$ cat config.mk
export PLATFORM = sky130hd
export DESIGN_NAME = djb2_string_hash_mod_flat
export DESIGN_NICKNAME = d
export VERILOG_FILES = /design/src/sv/djbh_pkg.sv /design/src/sv/djbh_if.sv /design/src/sv/djb2_string_hash_mod.sv /design/src/sv/djbh_fifo.sv /design/src/sv/djbh_front.sv /design/src/sv/djbh_div.sv /design/src/flat_wrapper.sv
export VERILOG_INCLUDE_DIRS = /design/src /design/src/sv
export SDC_FILE = /design/constraint.sdc
export NUM_CORES = 1
export LEC_CHECK = 0
export BUFFER_PORTS_ARGS = -buffer_cell sky130_fd_sc_hd__buf_2
export CAP_MARGIN = 5
export CORE_ASPECT_RATIO = 0.8
export CORE_MARGIN = 2
export CORE_UTILIZATION = 55
export DETAILED_ROUTE_END_ITERATION = 8
export GPL_TIMING_DRIVEN = 1
export PLACE_DENSITY = 0.69
export SYNTH_ARGS = -nofsm -noshare
export SYNTH_HDL_FRONTEND = slang
export SYNTH_SLANG_ARGS = --single-unit
$ cat constraint.sdc
create_clock -name clk -period 6.72 [get_ports clk]
set_input_delay 0.672 -clock clk [delete_from_list [all_inputs] [get_ports clk]]
set_output_delay 0.672 -clock clk [all_outputs]
set_load 0.02 [all_outputs]
$ cat src/sv/djb2_string_hash_mod_assert.svh
// Assertion macros for the djb2 word hash modules; only djbh_div uses them.
`ifndef DJB2_STRING_HASH_MOD_ASSERT_SVH
`define DJB2_STRING_HASH_MOD_ASSERT_SVH

// Checked at every rising clock edge outside of reset.
`define DJBH_ASSERT(lbl, prop, msg) \
	lbl: assert property (@(posedge clk) disable iff (!arst_n) (prop)) else $error(msg);

// Checked at every rising clock edge, also while reset is asserted.
`define DJBH_ASSERT_ALWAYS(lbl, prop, msg) \
	lbl: assert property (@(posedge clk) (prop)) else $error(msg);

`endif

$ cat src/sv/djbh_pkg.sv
// Package with the constants and types of the djb2 word hash block.
`timescale 1ns / 1ps
`default_nettype none
package djbh_pkg;
	localparam int unsigned BYTE_W = 8;
	localparam int unsigned IDX_W = 16;
	localparam int unsigned CFG_W = 17;
	localparam int unsigned SEED_VALUE = 5381;
	localparam int unsigned MUL_SHIFT = 5;
	localparam logic [CFG_W-1:0] BUCKET_RESET = 17'd1024;
	localparam logic [CFG_W-1:0] BUCKET_MAX = 17'd65536;
	localparam logic [CFG_W-1:0] BUCKET_MIN = 17'd1;

	typedef enum logic [1:0] {
		DIV_IDLE,
		DIV_RUN,
		DIV_DONE
	} div_state_t;
endpackage
`default_nettype wire

$ cat src/sv/djbh_if.sv
// Channel interfaces of the djb2 word hash block.
`timescale 1ns / 1ps
`default_nettype none
interface djbh_byte_if;
	logic       valid;
	logic       ready;
	logic [7:0] char_byte;
	modport source (output valid, output char_byte, input ready);
	modport sink (input valid, input char_byte, output ready);
endinterface

interface djbh_idx_if;
	logic        valid;
	logic        ready;
	logic [15:0] bucket_index;
	modport source (output valid, output bucket_index, input ready);
	modport sink (input valid, input bucket_index, output ready);
endinterface

interface djbh_cfg_if;
	logic        valid;
	logic        ready;
	logic [16:0] bucket_count;
	modport source (output valid, output bucket_count, input ready);
	modport sink (input valid, input bucket_count, output ready);
endinterface
`default_nettype wire

$ cat src/sv/djb2_string_hash_mod.sv
// Top level of the djb2 word hash block with bucket reduction.
// The block takes one byte per transfer and can accept a byte in every cycle; the running
// hash (hash*33 + byte) is updated in the front part in the cycle the byte is taken. A zero
// byte ends the word and hands its hash, with the bucket count then in force, to a two-entry
// queue. The back part reduces each hash modulo the bucket count with a shift-subtract unit
// that retires one dividend bit per cycle and takes no new word until it is done; the result
// waits in an output register while the next word is reduced. Byte input stalls only when
// two finished words are queued, which happens when words come faster than they are reduced.
`timescale 1ns / 1ps
`default_nettype none
module djb2_string_hash_mod #(
	parameter int unsigned HASH_BITS = 64
) (
	input  wire logic   clk,
	input  wire logic   arst_n,
	djbh_byte_if.sink   chars,
	djbh_cfg_if.sink    cfg,
	djbh_idx_if.source  buckets
);
	import djbh_pkg::*;

	localparam int unsigned Q_W = HASH_BITS + CFG_W;

	logic           push;
	logic [Q_W-1:0] push_data;
	logic           full;
	logic           pop;
	logic [Q_W-1:0] pop_data;
	logic           empty;

	djbh_front #(.HASH_BITS(HASH_BITS)) u_front (
		.clk       (clk),
		.arst_n    (arst_n),
		.chars     (chars),
		.cfg       (cfg),
		.push      (push),
		.push_data (push_data),
		.full      (full)
	);

	djbh_fifo #(.WIDTH(Q_W)) u_fifo (
		.clk       (clk),
		.arst_n    (arst_n),
		.push      (push),
		.push_data (push_data),
		.full      (full),
		.pop       (pop),
		.pop_data  (pop_data),
		.empty     (empty)
	);

	djbh_div #(.HASH_BITS(HASH_BITS)) u_div (
		.clk      (clk),
		.arst_n   (arst_n),
		.pop      (pop),
		.pop_data (pop_data),
		.empty    (empty),
		.buckets  (buckets)
	);
endmodule
`default_nettype wire

$ cat src/sv/djbh_fifo.sv
// Two-entry queue that carries finished word hashes to the divider.
`timescale 1ns / 1ps
`default_nettype none
module djbh_fifo #(
	parameter int unsigned WIDTH = 81
) (
	input  wire logic             clk,
	input  wire logic             arst_n,
	input  wire logic             push,
	input  wire logic [WIDTH-1:0] push_data,
	output logic                  full,
	input  wire logic             pop,
	output logic [WIDTH-1:0]      pop_data,
	output logic                  empty
);
	logic [WIDTH-1:0] mem_q [2];
	logic             wr_q;
	logic             rd_q;
	logic [1:0]       cnt_q;

	assign full = cnt_q[1];
	assign empty = (cnt_q == 2'd0);
	assign pop_data = mem_q[rd_q];

	always_ff @(posedge clk) begin
		if (push && !full) begin
			mem_q[wr_q] <= push_data;
		end
	end

	always_ff @(posedge clk or negedge arst_n) begin
		if (!arst_n) begin
			wr_q <= 1'b0;
			rd_q <= 1'b0;
			cnt_q <= 2'd0;
		end else begin
			if (push && !full) begin
				wr_q <= ~wr_q;
			end
			if (pop && !empty) begin
				rd_q <= ~rd_q;
			end
			case ({push && !full, pop && !empty})
				2'b10: cnt_q <= cnt_q + 2'd1;
				2'b01: cnt_q <= cnt_q - 2'd1;
				default: cnt_q <= cnt_q;
			endcase
		end
	end
endmodule
`default_nettype wire

$ cat src/sv/djbh_front.sv
// Front part: takes bytes, keeps the running hash and holds the bucket count.
`timescale 1ns / 1ps
`default_nettype none
module djbh_front #(
	parameter int unsigned HASH_BITS = 64
) (
	input  wire logic                          clk,
	input  wire logic                          arst_n,
	djbh_byte_if.sink                          chars,
	djbh_cfg_if.sink                           cfg,
	output logic                               push,
	output logic [HASH_BITS+djbh_pkg::CFG_W-1:0] push_data,
	input  wire logic                          full
);
	import djbh_pkg::*;

	logic [HASH_BITS-1:0] hash_q;
	logic [HASH_BITS-1:0] hash_nxt;
	logic [CFG_W-1:0]     bucket_q;
	logic [CFG_W-1:0]     bucket_clamped;
	logic                 take;

	assign chars.ready = !full;
	assign cfg.ready = 1'b1;
	assign take = chars.valid && chars.ready;
	assign push = take && (chars.char_byte == 8'd0);
	assign push_data = {bucket_q, hash_q};
	assign hash_nxt = (hash_q << MUL_SHIFT) + hash_q
		+ {{(HASH_BITS-BYTE_W){1'b0}}, chars.char_byte};

	always_comb begin
		bucket_clamped = cfg.bucket_count;
		if (cfg.bucket_count == '0) begin
			bucket_clamped = BUCKET_MIN;
		end else if (cfg.bucket_count > BUCKET_MAX) begin
			bucket_clamped = BUCKET_MAX;
		end
	end

	always_ff @(posedge clk or negedge arst_n) begin
		if (!arst_n) begin
			hash_q <= HASH_BITS'(SEED_VALUE);
			bucket_q <= BUCKET_RESET;
		end else begin
			if (cfg.valid) begin
				bucket_q <= bucket_clamped;
			end
			if (take) begin
				hash_q <= push ? HASH_BITS'(SEED_VALUE) : hash_nxt;
			end
		end
	end
endmodule
`default_nettype wire

$ cat src/sv/djbh_div.sv
// Back part: shift-subtract remainder unit with an output register.
`timescale 1ns / 1ps
`default_nettype none
`include "djb2_string_hash_mod_assert.svh"
module djbh_div #(
	parameter int unsigned HASH_BITS = 64
) (
	input  wire logic                            clk,
	input  wire logic                            arst_n,
	output logic                                 pop,
	input  wire logic [HASH_BITS+djbh_pkg::CFG_W-1:0] pop_data,
	input  wire logic                            empty,
	djbh_idx_if.source                           buckets
);
	import djbh_pkg::*;

	localparam int unsigned CNT_W = $clog2(HASH_BITS);

	div_state_t           state_q;
	div_state_t           state_nxt;
	logic [HASH_BITS-1:0] dvd_q;
	logic [CFG_W-1:0]     div_q;
	logic [IDX_W-1:0]     rem_q;
	logic [CNT_W-1:0]     cnt_q;
	logic [CFG_W-1:0]     trial;
	logic [CFG_W-1:0]     diff;
	logic [IDX_W-1:0]     rem_nxt;
	logic                 load_out;
	logic                 out_valid_q;
	logic [IDX_W-1:0]     res_q;

	assign trial = {rem_q, dvd_q[HASH_BITS-1]};
	assign diff = trial - div_q;
	assign rem_nxt = (trial >= div_q) ? diff[IDX_W-1:0] : trial[IDX_W-1:0];
	assign buckets.valid = out_valid_q;
	assign buckets.bucket_index = res_q;

	always_ff @(posedge clk or negedge arst_n) begin
		if (!arst_n) begin
			state_q <= DIV_IDLE;
		end else begin
			state_q <= state_nxt;
		end
	end

	always_comb begin
		state_nxt = state_q;
		pop = 1'b0;
		load_out = 1'b0;
		case (state_q)
			DIV_IDLE: begin
				if (!empty) begin
					pop = 1'b1;
					state_nxt = DIV_RUN;
				end
			end
			DIV_RUN: begin
				if (cnt_q == '0) begin
					state_nxt = DIV_DONE;
				end
			end
			DIV_DONE: begin
				if (!out_valid_q || buckets.ready) begin
					load_out = 1'b1;
					state_nxt = DIV_IDLE;
				end
			end
			default: state_nxt = DIV_IDLE;
		endcase
	end

	always_ff @(posedge clk) begin
		if (pop) begin
			dvd_q <= pop_data[HASH_BITS-1:0];
			div_q <= pop_data[HASH_BITS +: CFG_W];
			rem_q <= '0;
		end else if (state_q == DIV_RUN) begin
			dvd_q <= dvd_q << 1;
			rem_q <= rem_nxt;
		end
		if (load_out) begin
			res_q <= rem_q;
		end
	end

	always_ff @(posedge clk or negedge arst_n) begin
		if (!arst_n) begin
			cnt_q <= '0;
			out_valid_q <= 1'b0;
		end else begin
			if (pop) begin
				cnt_q <= CNT_W'(HASH_BITS - 1);
			end else if (state_q == DIV_RUN) begin
				cnt_q <= cnt_q - 1'b1;
			end
			if (load_out) begin
				out_valid_q <= 1'b1;
			end else if (buckets.ready) begin
				out_valid_q <= 1'b0;
			end
		end
	end

	`DJBH_ASSERT(a_rem_below_div, (state_q == DIV_RUN) |-> ({1'b0, rem_q} < div_q), "remainder not below divisor")
	`DJBH_ASSERT(a_div_nonzero, (state_q != DIV_IDLE) |-> (div_q != '0), "divisor is zero")
	`DJBH_ASSERT(a_run_ends, ((state_q == DIV_RUN) && (cnt_q == '0)) |=> (state_q == DIV_DONE), "division did not finish")
	`DJBH_ASSERT_ALWAYS(a_no_valid_in_reset, !arst_n |-> !out_valid_q, "result valid during reset")
endmodule
`default_nettype wire
$ cat src/flat_wrapper.sv
// flat-port wrapper written by rule: the top's interface ports become plain ports
module djb2_string_hash_mod_flat import djbh_pkg::*;
#(
	parameter int unsigned HASH_BITS = 64
)
  (clk, arst_n, chars_valid, chars_char_byte, chars_ready, cfg_valid, cfg_bucket_count, cfg_ready, buckets_valid, buckets_bucket_index, buckets_ready);
  djbh_byte_if chars_i ();
  djbh_cfg_if cfg_i ();
  djbh_idx_if buckets_i ();
  input  wire logic clk;
  input  wire logic arst_n;
  input wire logic [$bits(chars_i.valid)-1:0] chars_valid;
  input wire logic [$bits(chars_i.char_byte)-1:0] chars_char_byte;
  output wire logic [$bits(chars_i.ready)-1:0] chars_ready;
  input wire logic [$bits(cfg_i.valid)-1:0] cfg_valid;
  input wire logic [$bits(cfg_i.bucket_count)-1:0] cfg_bucket_count;
  output wire logic [$bits(cfg_i.ready)-1:0] cfg_ready;
  output wire logic [$bits(buckets_i.valid)-1:0] buckets_valid;
  output wire logic [$bits(buckets_i.bucket_index)-1:0] buckets_bucket_index;
  input wire logic [$bits(buckets_i.ready)-1:0] buckets_ready;
  assign chars_i.valid = chars_valid;
  assign chars_i.char_byte = chars_char_byte;
  assign chars_ready = chars_i.ready;
  assign cfg_i.valid = cfg_valid;
  assign cfg_i.bucket_count = cfg_bucket_count;
  assign cfg_ready = cfg_i.ready;
  assign buckets_valid = buckets_i.valid;
  assign buckets_bucket_index = buckets_i.bucket_index;
  assign buckets_i.ready = buckets_ready;
  djb2_string_hash_mod #(.HASH_BITS(HASH_BITS)) u_core (.clk(clk), .arst_n(arst_n), .chars(chars_i), .cfg(cfg_i), .buckets(buckets_i));
endmodule
* Word-level counts from Yosys, hierarchy flattened *
Memories as Yosys holds them, arrays and structs flattened.
Cells that the tools add are included.

word-level totals
  logic and storage cells = 68
  bits in registers = 207
  RAM bits = 162
  memories = 1

operators by class
  reductions and logical operators = 17
  $lt $le $gt $ge = 2
  equality and inequality tests = 7
  mux-type cells = 21
  bitwise gates (word level) = 2
  add/subtract/negate cells = 6

memory list
  name                 words  width  rd ports  clocked after Yosys merged registers in  wr ports  line             text
  u_core.u_fifo.mem_q  2      81     1         0                                        1         djbh_fifo.sv:16  logic [WIDTH-1:0] mem_q [2];

operators by type and width
  cell                                                                    number
  64-bit 2-to-1 mux                                                       3
  64-bit adder                                                            1
  64-bit by 8-bit adder with 64-bit output                                1
  17-bit 2-to-1 mux                                                       2
  17-bit greater-or-equal comparator                                      1
  17-bit greater-than comparator (second input constant)                  1
  17-bit logical NOT                                                      1
  16-bit 2-to-1 mux                                                       1
  16-bit subtractor                                                       1
  6-bit 2-to-1 mux                                                        2
  8-bit logical NOT                                                       1
  1-bit 2-to-1 mux                                                        8
  6-bit logical NOT                                                       1
  2-bit 2-to-1 mux                                                        3
  2-bit inequality test (second input constant)                           3
  2-bit one-hot mux with 3 select lines                                   1
  2-bit nonzero test                                                      3
  6-bit by 1-bit subtractor with 6-bit output (second input constant)     1
  2-bit by 1-bit equality test with 1-bit output (second input constant)  2
  2-bit equality test (second input constant)                             2
  1-bit logical AND                                                       4
  2-bit logical NOT                                                       2
  2-bit one-hot mux with 2 select lines                                   1
  1-bit logical NOT                                                       3
  5 further kinds                                                         6

* Depth between registers and ports, before layout *
Gate-level depths: netlist of run 1.

  depth in word-level cells = 6
  mapped depth = 15
  mapped depth without buffers = 15

* By module *
From an unflattened synthesis of run 1, not the netlist that was laid out.

unflattened totals
  cell total of the unflattened synthesis = 1726
  area total of the unflattened synthesis = 19675.1 um^2

modules (own cells, without submodules)
  module      seq. area each (um^2)  cells each  instances  area each (um^2)
  djbh_front  2034.5                 898         1          7480.9
  djbh_fifo   4964.8                 269         1          6432.4
  djbh_div    3458.3                 559         1          5761.8

* Worst setup path before layout of run 1 *
OpenSTA, ideal clock, no wires.

  kind = input port to flip-flop
  from = in chars_char_byte[4]
  to = mem u_core.u_fifo.mem_q[0][0] (enable)
  setup slack = 1.246 ns
  buffers on the path = 1
  stages on the path = 5
  arrival = 4.953 ns
  cell sequence = nor4_1 > and4_1 > clkbuf_1 > clkinv_1 > nor2_1

on the way
  longest elaborated chain between the ends = 5

ends and longest elaborated chain
  item                                    line                text
  start, declared                         flat_wrapper.sv:13  input wire logic [$bits(chars_i.char_byte)-1:0] chars_char_byte;
  8-bit logical NOT                       djbh_front.sv:26    assign push = take && (chars.char_byte == 8'd0);
  1-bit logical AND                       djbh_front.sv:26
  1-bit logical AND                       djbh_fifo.sv:26     if (push && !full) begin
  1-bit 2-to-1 mux                        djbh_fifo.sv:26
  1-bit 2-to-1 mux (not written as such)  djbh_fifo.sv:27     mem_q[wr_q] <= push_data;
  end, declared                           djbh_fifo.sv:16

Every way passes these cells.

* Worst setup path in the final report of run 1 *
  from = reg u_core.u_front.hash_q[0]
  to = reg u_core.u_front.hash_q[63]

on the way
  longest elaborated chain between the ends = 3

ends and longest elaborated chain
  item                                      line              text
  start, declared                           djbh_front.sv:17  logic [HASH_BITS-1:0] hash_q;
  start signal, assigned                    djbh_front.sv:42  hash_q <= HASH_BITS'(SEED_VALUE);
  start signal, assigned                    djbh_front.sv:49  hash_q <= push ? HASH_BITS'(SEED_VALUE) : hash_nxt;
  64-bit adder                              djbh_front.sv:28  assign hash_nxt = (hash_q << MUL_SHIFT) + hash_q
  64-bit by 8-bit adder with 64-bit output  djbh_front.sv:29  + {{(HASH_BITS-BYTE_W){1'b0}}, chars.char_byte};
  64-bit 2-to-1 mux                         djbh_front.sv:49

Every way passes these cells.
A chain may end at the register's enable or synchronous reset.

==> summary.txt, run 1 <==
Status
  – Status: complete, no violations

Placed design
  – Placed Cells: 2047
  – Buffers on Ports: 47
  – Placed wire-length estimate: 25600 um
  – Final GP Congestion: 0.924
  – Place WS: 2.48 ns

Drt
  – Vias/cell: 5.80
  – DR WL/cell: 18.1 um
  – Final ANT Viol Nets: 0
  – DR pass1 iterations: 5
  – DR vias: 12300
  – DRC: 0
  – Iter 0 DRT Violations: 870
  – Final WL: 38200 um

Yosys
  – Syn Area/Cell: 11.5 um2
  – Ranking of synthesized cells by area: edfxtp_1 42%, dfrtp_1 12%, ha_1 9.5%
  – Most used DFF post-synth: edfxtp_1
  – Cell taking the most area after synthesis: edfxtp_1
  – Synth top area share: 41.7%
  – Synth Instances: 1626
  – Synthesized flop and latch total: 369
  – Ys async rst share: 25.5%
  – Number of synthesized flops with an enable pin: 259
  – Yosys cell types: 80
  – Post-synthesis sequential area ratio: 56.1%
  – Warnings from Yosys: 0
  – Synthesized area: 18600 um2
  – Syn nets: 1803

STA
  – Layout Skew: 0.0158 ns
  – Max_slew headroom: 27.9%
  – Fmax: 0.250 GHz
  – Setup_tns: 0 ns
  – Worst-margin pin slew: 1.08 ns
  – RSZ-0062 raised after global routing: no
  – Setup ws final: 2.73 ns
  – Slew Limit Fails: 0
  – Tcrit/Tclk final: 59.4%
  – Min Tclk post-route: 3.99 ns
  – Setup violations, final: 0
  – Fin. Hold Viols: 0

Global route
  – Vias in the first global route: 11900
  – Largest net degree at the start of global routing: 72
  – First-pass GRT wire length: 62800 um
  – GRT Overall Usage: 22.2%
  – Antenna violations before repair: 0
  – Gr ovfl total: 0

Power and ir drop
  – Internal: 6.06 mW
  – Sequential Power Share: 32.0%
  – Switching share of total power: 40.5%
  – Total power: 10.2 mW
  – VDD IR max: 0.000305 V
  – Switching power: 4.13 mW
  – Leak pwr: 8.74 nW
  – Pwr/cell area: 496 nW/um2
  – Clock power share: 21.2%
  – Combinational share of power: 46.8%

Final layout
  – Commonest non-fill, non-tap cells in the layout: 259 x edfxtp_1, 208 x nand2_1, 162 x o21ai_0
  – Antenna cells: 0
  – Final nets: 1829
  – P&R area growth vs syn: 10.1%
  – Finished Layout Cells: 2115
  – Commonest non-fill, non-tap cell in the layout: edfxtp_1
  – Share of layout cells above drive strength 1: 9.99%

Die
  – Die Width: 210 um
  – DIE AREA: 35400 um2
  – Core area: 33500 um2
  – Initial Utilization: 55.7%
  – Row count: 60
  – Ports: 49
  – Die height: 169 um

Clocking
  – Hold_buf cts: 0
  – H-tree Lvls: 2
  – CTS Root Cell: clkbuf_16
  – Clock sink count: 369
  – # resized after CTS: 0
  – Clock edge transition at the registers on the reported setup and hold paths: 0.07 ns
  – CTS Buf Count: 37
  – Post-CTS Setup Bufs: 0
  – Clk Latency, worst-skew pair: 0.55 ns
  – CTS tree: done
  – Clk buf depth: 3

Min path
  – Worst min-delay path class: in -> async

Worst setup path
  – Worst setup startpoint: u_core.u_front.hash_q[0]$_DFFE_PN1P_
  – CP arrival: 4.47 ns
  – CP Class: reg -> reg
  – R2R Path Start: u_core.u_front.hash_q[0]$_DFFE_PN1P_
  – CP required: 7.20 ns
  – Critical Path Source Type: flip-flop
  – Crit path max fanout: 4
  – Endpoint type of the worst setup path: flip-flop

Flow run
  – Max Cap Violations: 0
routing by layer:
layer,share of wire (%),wire (um),GRT usage [%],vias up
li1,-,-,-,6029
met1,48,18300,32.4,5887
met2,44,16800,34.3,279
met3,5.4,2070,3.53,80
met4,2.6,1000,6.81,0
met5,0,0,0,-
flip-flops by register name, indices dropped and copies added (netlist names):
register	flops
u_core.u_div.buckets.valid	1
u_core.u_div.rem_q	16
u_core.u_fifo.wr_q	1
u_core.u_div.div_q	17
u_core.u_div.cnt_q	6
u_core.u_div.dvd_q	64
u_core.u_div.buckets.bucket_index	16
u_core.u_front.hash_q	64
u_core.u_div.state_q	2
u_core.u_front.bucket_q	17
u_core.u_fifo.mem_q	162
u_core.u_fifo.cnt_q	2
u_core.u_fifo.rd_q	1
final timing paths:
path                            slack [ns]                                      to  cells after the start
worst max register to register        2.73   u_core.u_front.hash_q[63]$_DFFE_PN0P_                     15
worst min register to register        0.47    u_core.u_fifo.mem_q[1][70]$_DFFE_PP_                      0
max in group asynchronous             5.21          u_core.u_fifo.rd_q$_DFFE_PN0P_                      2
min in group clk                      0.35  u_core.u_front.bucket_q[4]$_DFFE_PN0P_                      3
worst max-delay path                  2.73   u_core.u_front.hash_q[63]$_DFFE_PN0P_                     15
worst min-delay path                   0.1  u_core.u_div.buckets.valid$_DFFE_PN0P_                      1
cell type report:
| type | count | area [um2] |
|---|---|---|
| Sequential cell | 369 | 10500 |
| Clock inverter | 23 | 299 |
| Timing Repair Buffer | 59 | 328 |
| Tap cell | 434 | 543 |
| Multi-Input combinational cell | 1120 | 7690 |
| Inverter | 65 | 244 |
| Fill cell | 2682 | 12900 |
| Clock buffer | 45 | 976 |
stage by stage:
| step | hold WS, ns | util, % | instance area [um2] |
|---|---|---|---|
| 6_report | 0.0979 | 61.3 | 20500 |
| 5_1_grt | 0.121 | 61.3 | 20500 |
| 4_1_cts | 0.0834 | 61.3 | 20500 |
| 3_5_place_dp | 0.453 | 57.5 | 19300 |
| 3_3_place_gp | 0.450 | 57.5 | 19300 |
| 2_1_floorplan | 0.376 | - | 18600 |
Yosys cell counts, drive strengths merged, types with 7 or more instances:
cell    count
xor2       30
a21o       30
nand4      23
and3        9
nor4       11
inv        64
dfrtp      88
a21oi      90
dfxtp      16
o21ai     185
or3         7
edfxtp    259
nor2       61
mux2       19
ha        142
nand2b     17
o21bai     13
a211oi      9
xnor2      42
nor2b      10
o21a        8
nand2     211
nor3       13
a31oi      12
o211ai     10
buf        17
nand3      34
mux2i      67
clkbuf     55
o31ai       8
worst max-delay path, cell delays in order (launching register included):
cell	delay [ns]
dfstp_2	0.55
inv_1	0.07
fa_1	0.52
inv_1	0.06
ha_1	0.33
o211ai_1	0.10
a21o_1	0.17
a211o_1	0.26
nand2_2	0.11
a21oi_2	0.11
o21ai_1	0.26
a41oi_2	0.23
a311oi_2	0.42
mux2i_1	0.16
or4_1	0.48
nand3_1	0.09
cell families (layout without fill, tap and decap cells):
family	Yosys count	in the layout	synth area share [%]
other	1	1	0.0201
AO/OA/AOI/OAI	407	407	13.1
adder cells (fa/ha/maj)	147	147	10.1
XOR/XNOR	72	72	3.38
AND/OR/NAND/NOR	407	407	9.78
buffers and inverters	137	192	2.84
flip-flops	369	369	56.1
multiplexers	86	86	4.74
power groups by stage:
stage	sequential [mW]	clock, mW	combinational (mW)
global route	3.31	2.28	5.37
CTS	3.26	2.21	4.71
detailed placement	3.31	0	4.67
floorplan	3.11	0	3.76
finish	3.26	2.16	4.77
global placement	3.29	0	4.62
No activity file was read; power rests on OpenSTA's default activity.
==> run 2, diff against run 1 <==
- PLACE_DENSITY: 0.69 -> 0.71
- clock period: 6.72 -> 3.3 ns (I/O delays scaled with it)
==> run 2 against run 1 <==
  * The flow now finishes with violations (setup timing)
  * Sequential cell count did not move
  * Die area did not move
  * Via count rose by 8.9%
  * Setup slack got worse by 3.0 ns
  * Largest cell class unchanged
  * Power rose by 150%
  * Sequential share of layout area fell by 5.0 points
  * First-iteration DRC count rose by 13%
  * Critical path depth fell by 1
  * Combinational power rose to 3.0 times the previous value
  * Clock skew rose by 0.0056 ns
  * Utilization rose by 6.6 points
  * Sequential power rose by 97%
==> summary.txt, run 2 (synthesis results as in run 1) <==
Drt
  – Final WL: 42900 um
  – Highest routed metal layer: met4
  – DR vias: 13400
  – DR WL/cell: 18.4 um
  – Final ANT Viol Nets: 0
  – Routed met3 length: 2460 um
  – Vias/cell: 5.73
  – WL met2: 19700 um
  – Met1 wire length: 20100 um
  – DR pass1 iterations: 5
  – Iter 0 DRT Violations: 985
  – DRC: 0

Final layout
  – P&R area growth vs syn: 22.0%
  – Commonest non-fill, non-tap cells in the layout: 259 x edfxtp_1, 213 x buf_4, 208 x nand2_1
  – Number of flip-flops in the largest register: 162
  – Fin util: 68.0%
  – Biggest regs: u_core.u_fifo.mem_q (162), u_core.u_div.dvd_q (64), u_core.u_front.hash_q (64)
  – Share of layout cells above drive strength 1: 23.1%
  – Commonest non-fill, non-tap cell in the layout: edfxtp_1
  – Final nets: 2048
  – Largest Register: u_core.u_fifo.mem_q
  – Finished Layout Cells: 2334
  – Antenna cells: 0

Die
  – Ports: 49
  – Initial Utilization: 55.7%
  – Row count: 60
  – Die Width: 210 um
  – Die height: 169 um
  – DIE AREA: 35400 um2
  – Core area: 33500 um2

Worst setup path
  – CP Class: reg -> reg
  – CP arrival: 3.98 ns
  – CP required: 3.70 ns
  – Crit path max fanout: 5
  – Critical Path Source Type: flip-flop
  – Endpoint type of the worst setup path: flip-flop

Power and ir drop
  – Clock power share: 17.4%
  – VDD IR max: 0.000910 V
  – Pwr/cell area: 1110 nW/um2
  – Switching power: 9.91 mW
  – Leak pwr: 9.92 nW
  – Combinational share of power: 57.2%
  – Internal: 15.3 mW
  – Switching share of total power: 39.3%
  – Sequential Power Share: 25.4%

Clocking
  – CTS tree: done
  – Clock sink count: 369
  – CTS Root Cell: clkbuf_16
  – Clock edge transition at the registers on the reported setup and hold paths: 0.06 ns
  – Clk Latency, worst-skew pair: 0.54 ns
  – H-tree Lvls: 2
  – CTS Buf Count: 38
  – Clk buf depth: 3

STA
  – Setup_tns: -2.73 ns
  – Setup violations, final: 21
  – Fin. Hold Viols: 0
  – Setup ws final: -0.281 ns
  – Worst-margin pin slew: 0.966 ns
  – Min Tclk post-route: 3.58 ns
  – Max_slew headroom: 35.5%
  – Layout Skew: 0.0215 ns
  – Slew Limit Fails: 0
  – RSZ-0062 raised after global routing: yes
  – Tcrit/Tclk final: 109%
  – Fmax: 0.279 GHz

Min path
  – Worst min-delay path class: in -> reg

Placed design
  – Buffers on Ports: 47
  – Placed Cells: 2240
  – Final GP Congestion: 0.894
  – Placed wire-length estimate: 29500 um

Status
  – Status: complete, but fails checks
  – Failing checks: setup timing

Flow run
  – Max Cap Violations: 0

Global route
  – Largest net degree at the start of global routing: 62
  – Antenna violations before repair: 0
  – First-pass GRT wire length: 68700 um
  – GRT Overall Usage: 24.4%
  – Vias in the first global route: 13200
  – Gr ovfl total: 0
-- run 2: power groups by stage --
stage	sequential, mW	combinational (mW)	clock [mW]
finish	6.41	14.4	4.37
global route	6.47	15.8	4.62
CTS	6.39	13.4	4.45
detailed placement	6.48	12.6	0
global placement	6.45	12.3	0
floorplan	6.33	7.77	0
-- run 2: critical path, stage by stage (launching register included) --
cell and delay, ns:
dfstp_2 0.59, fa_2 0.49, ha_4 0.26, a21o_1 0.15, a21o_1 0.19, a31oi_4 0.23, buf_6 0.13, nand2_4 0.05
a31oi_4 0.21, o21ai_4 0.11, o31ai_4 0.35, o21ai_2 0.15, a41o_4 0.34, xnor2_1 0.14, o21ai_1 0.07
-- run 2: per-layer routing --
metal	GRT usage, %	vias up
met5	0	-
met4	5.89	0
met3	4.14	40
met2	38.9	347
met1	35.3	6500
li1	-	6477
-- run 2: final cells by class --
class                      count  area [um2]
clock buffer                  51        1040
clock inverter                18         226
fill                        2445       10700
inverter                      65         244
multi-input combinational   1120        8170
sequential                   369       10500
tap                          434         543
timing repair buffer         277        2070
-- run 2: through the flow --
step                      cell area, um2  hold slack [ns]  total power [mW]  setup slack [ns]
after detailed placement           20800            0.456              19.0            -0.438
after floorplan                    18700           0.0344              14.1           -0.0857
after CTS                          22500          0.00691              24.3            -0.360
after global placement             20800            0.446              18.7            -0.369
after global routing               22800           0.0353              26.9            -0.370
final                              22800           0.0278              25.2            -0.281
-- run 2: timing repair --
item / in CTS / in global routing
setup buffers: 21 / 13
hold endpoints to repair: 55 / 0
resized for setup: 52 / 56
pin swaps: 32 / 56
setup endpoints to repair: 24 / 39
hold buffers: 1 / 0
gates cloned: 0 / 0
-- run 2: path summary, 6_finish.rpt --
path / startpoint / endpoint / slack, ns / cells after the start
worst max-delay path: u_core.u_front.hash_q[2]$_DFFE_PN1P_ / u_core.u_front.hash_q[54]$_DFFE_PN0P_ / -0.28 / 14
worst min-delay path: cfg_bucket_count[7] / u_core.u_front.bucket_q[7]$_DFFE_PN0P_ / 0.03 / 3
worst max register to register: u_core.u_front.hash_q[2]$_DFFE_PN1P_ / u_core.u_front.hash_q[54]$_DFFE_PN0P_ / -0.28 / 14
worst min register to register: u_core.u_front.bucket_q[8]$_DFFE_PN0P_ / u_core.u_fifo.mem_q[1][72]$_DFFE_PP_ / 0.47 / 0
max in group asynchronous: arst_n / u_core.u_front.hash_q[10]$_DFFE_PN1P_ / 2.07 / 3
min in group asynchronous: arst_n / u_core.u_div.buckets.valid$_DFFE_PN0P_ / 0.45 / 2
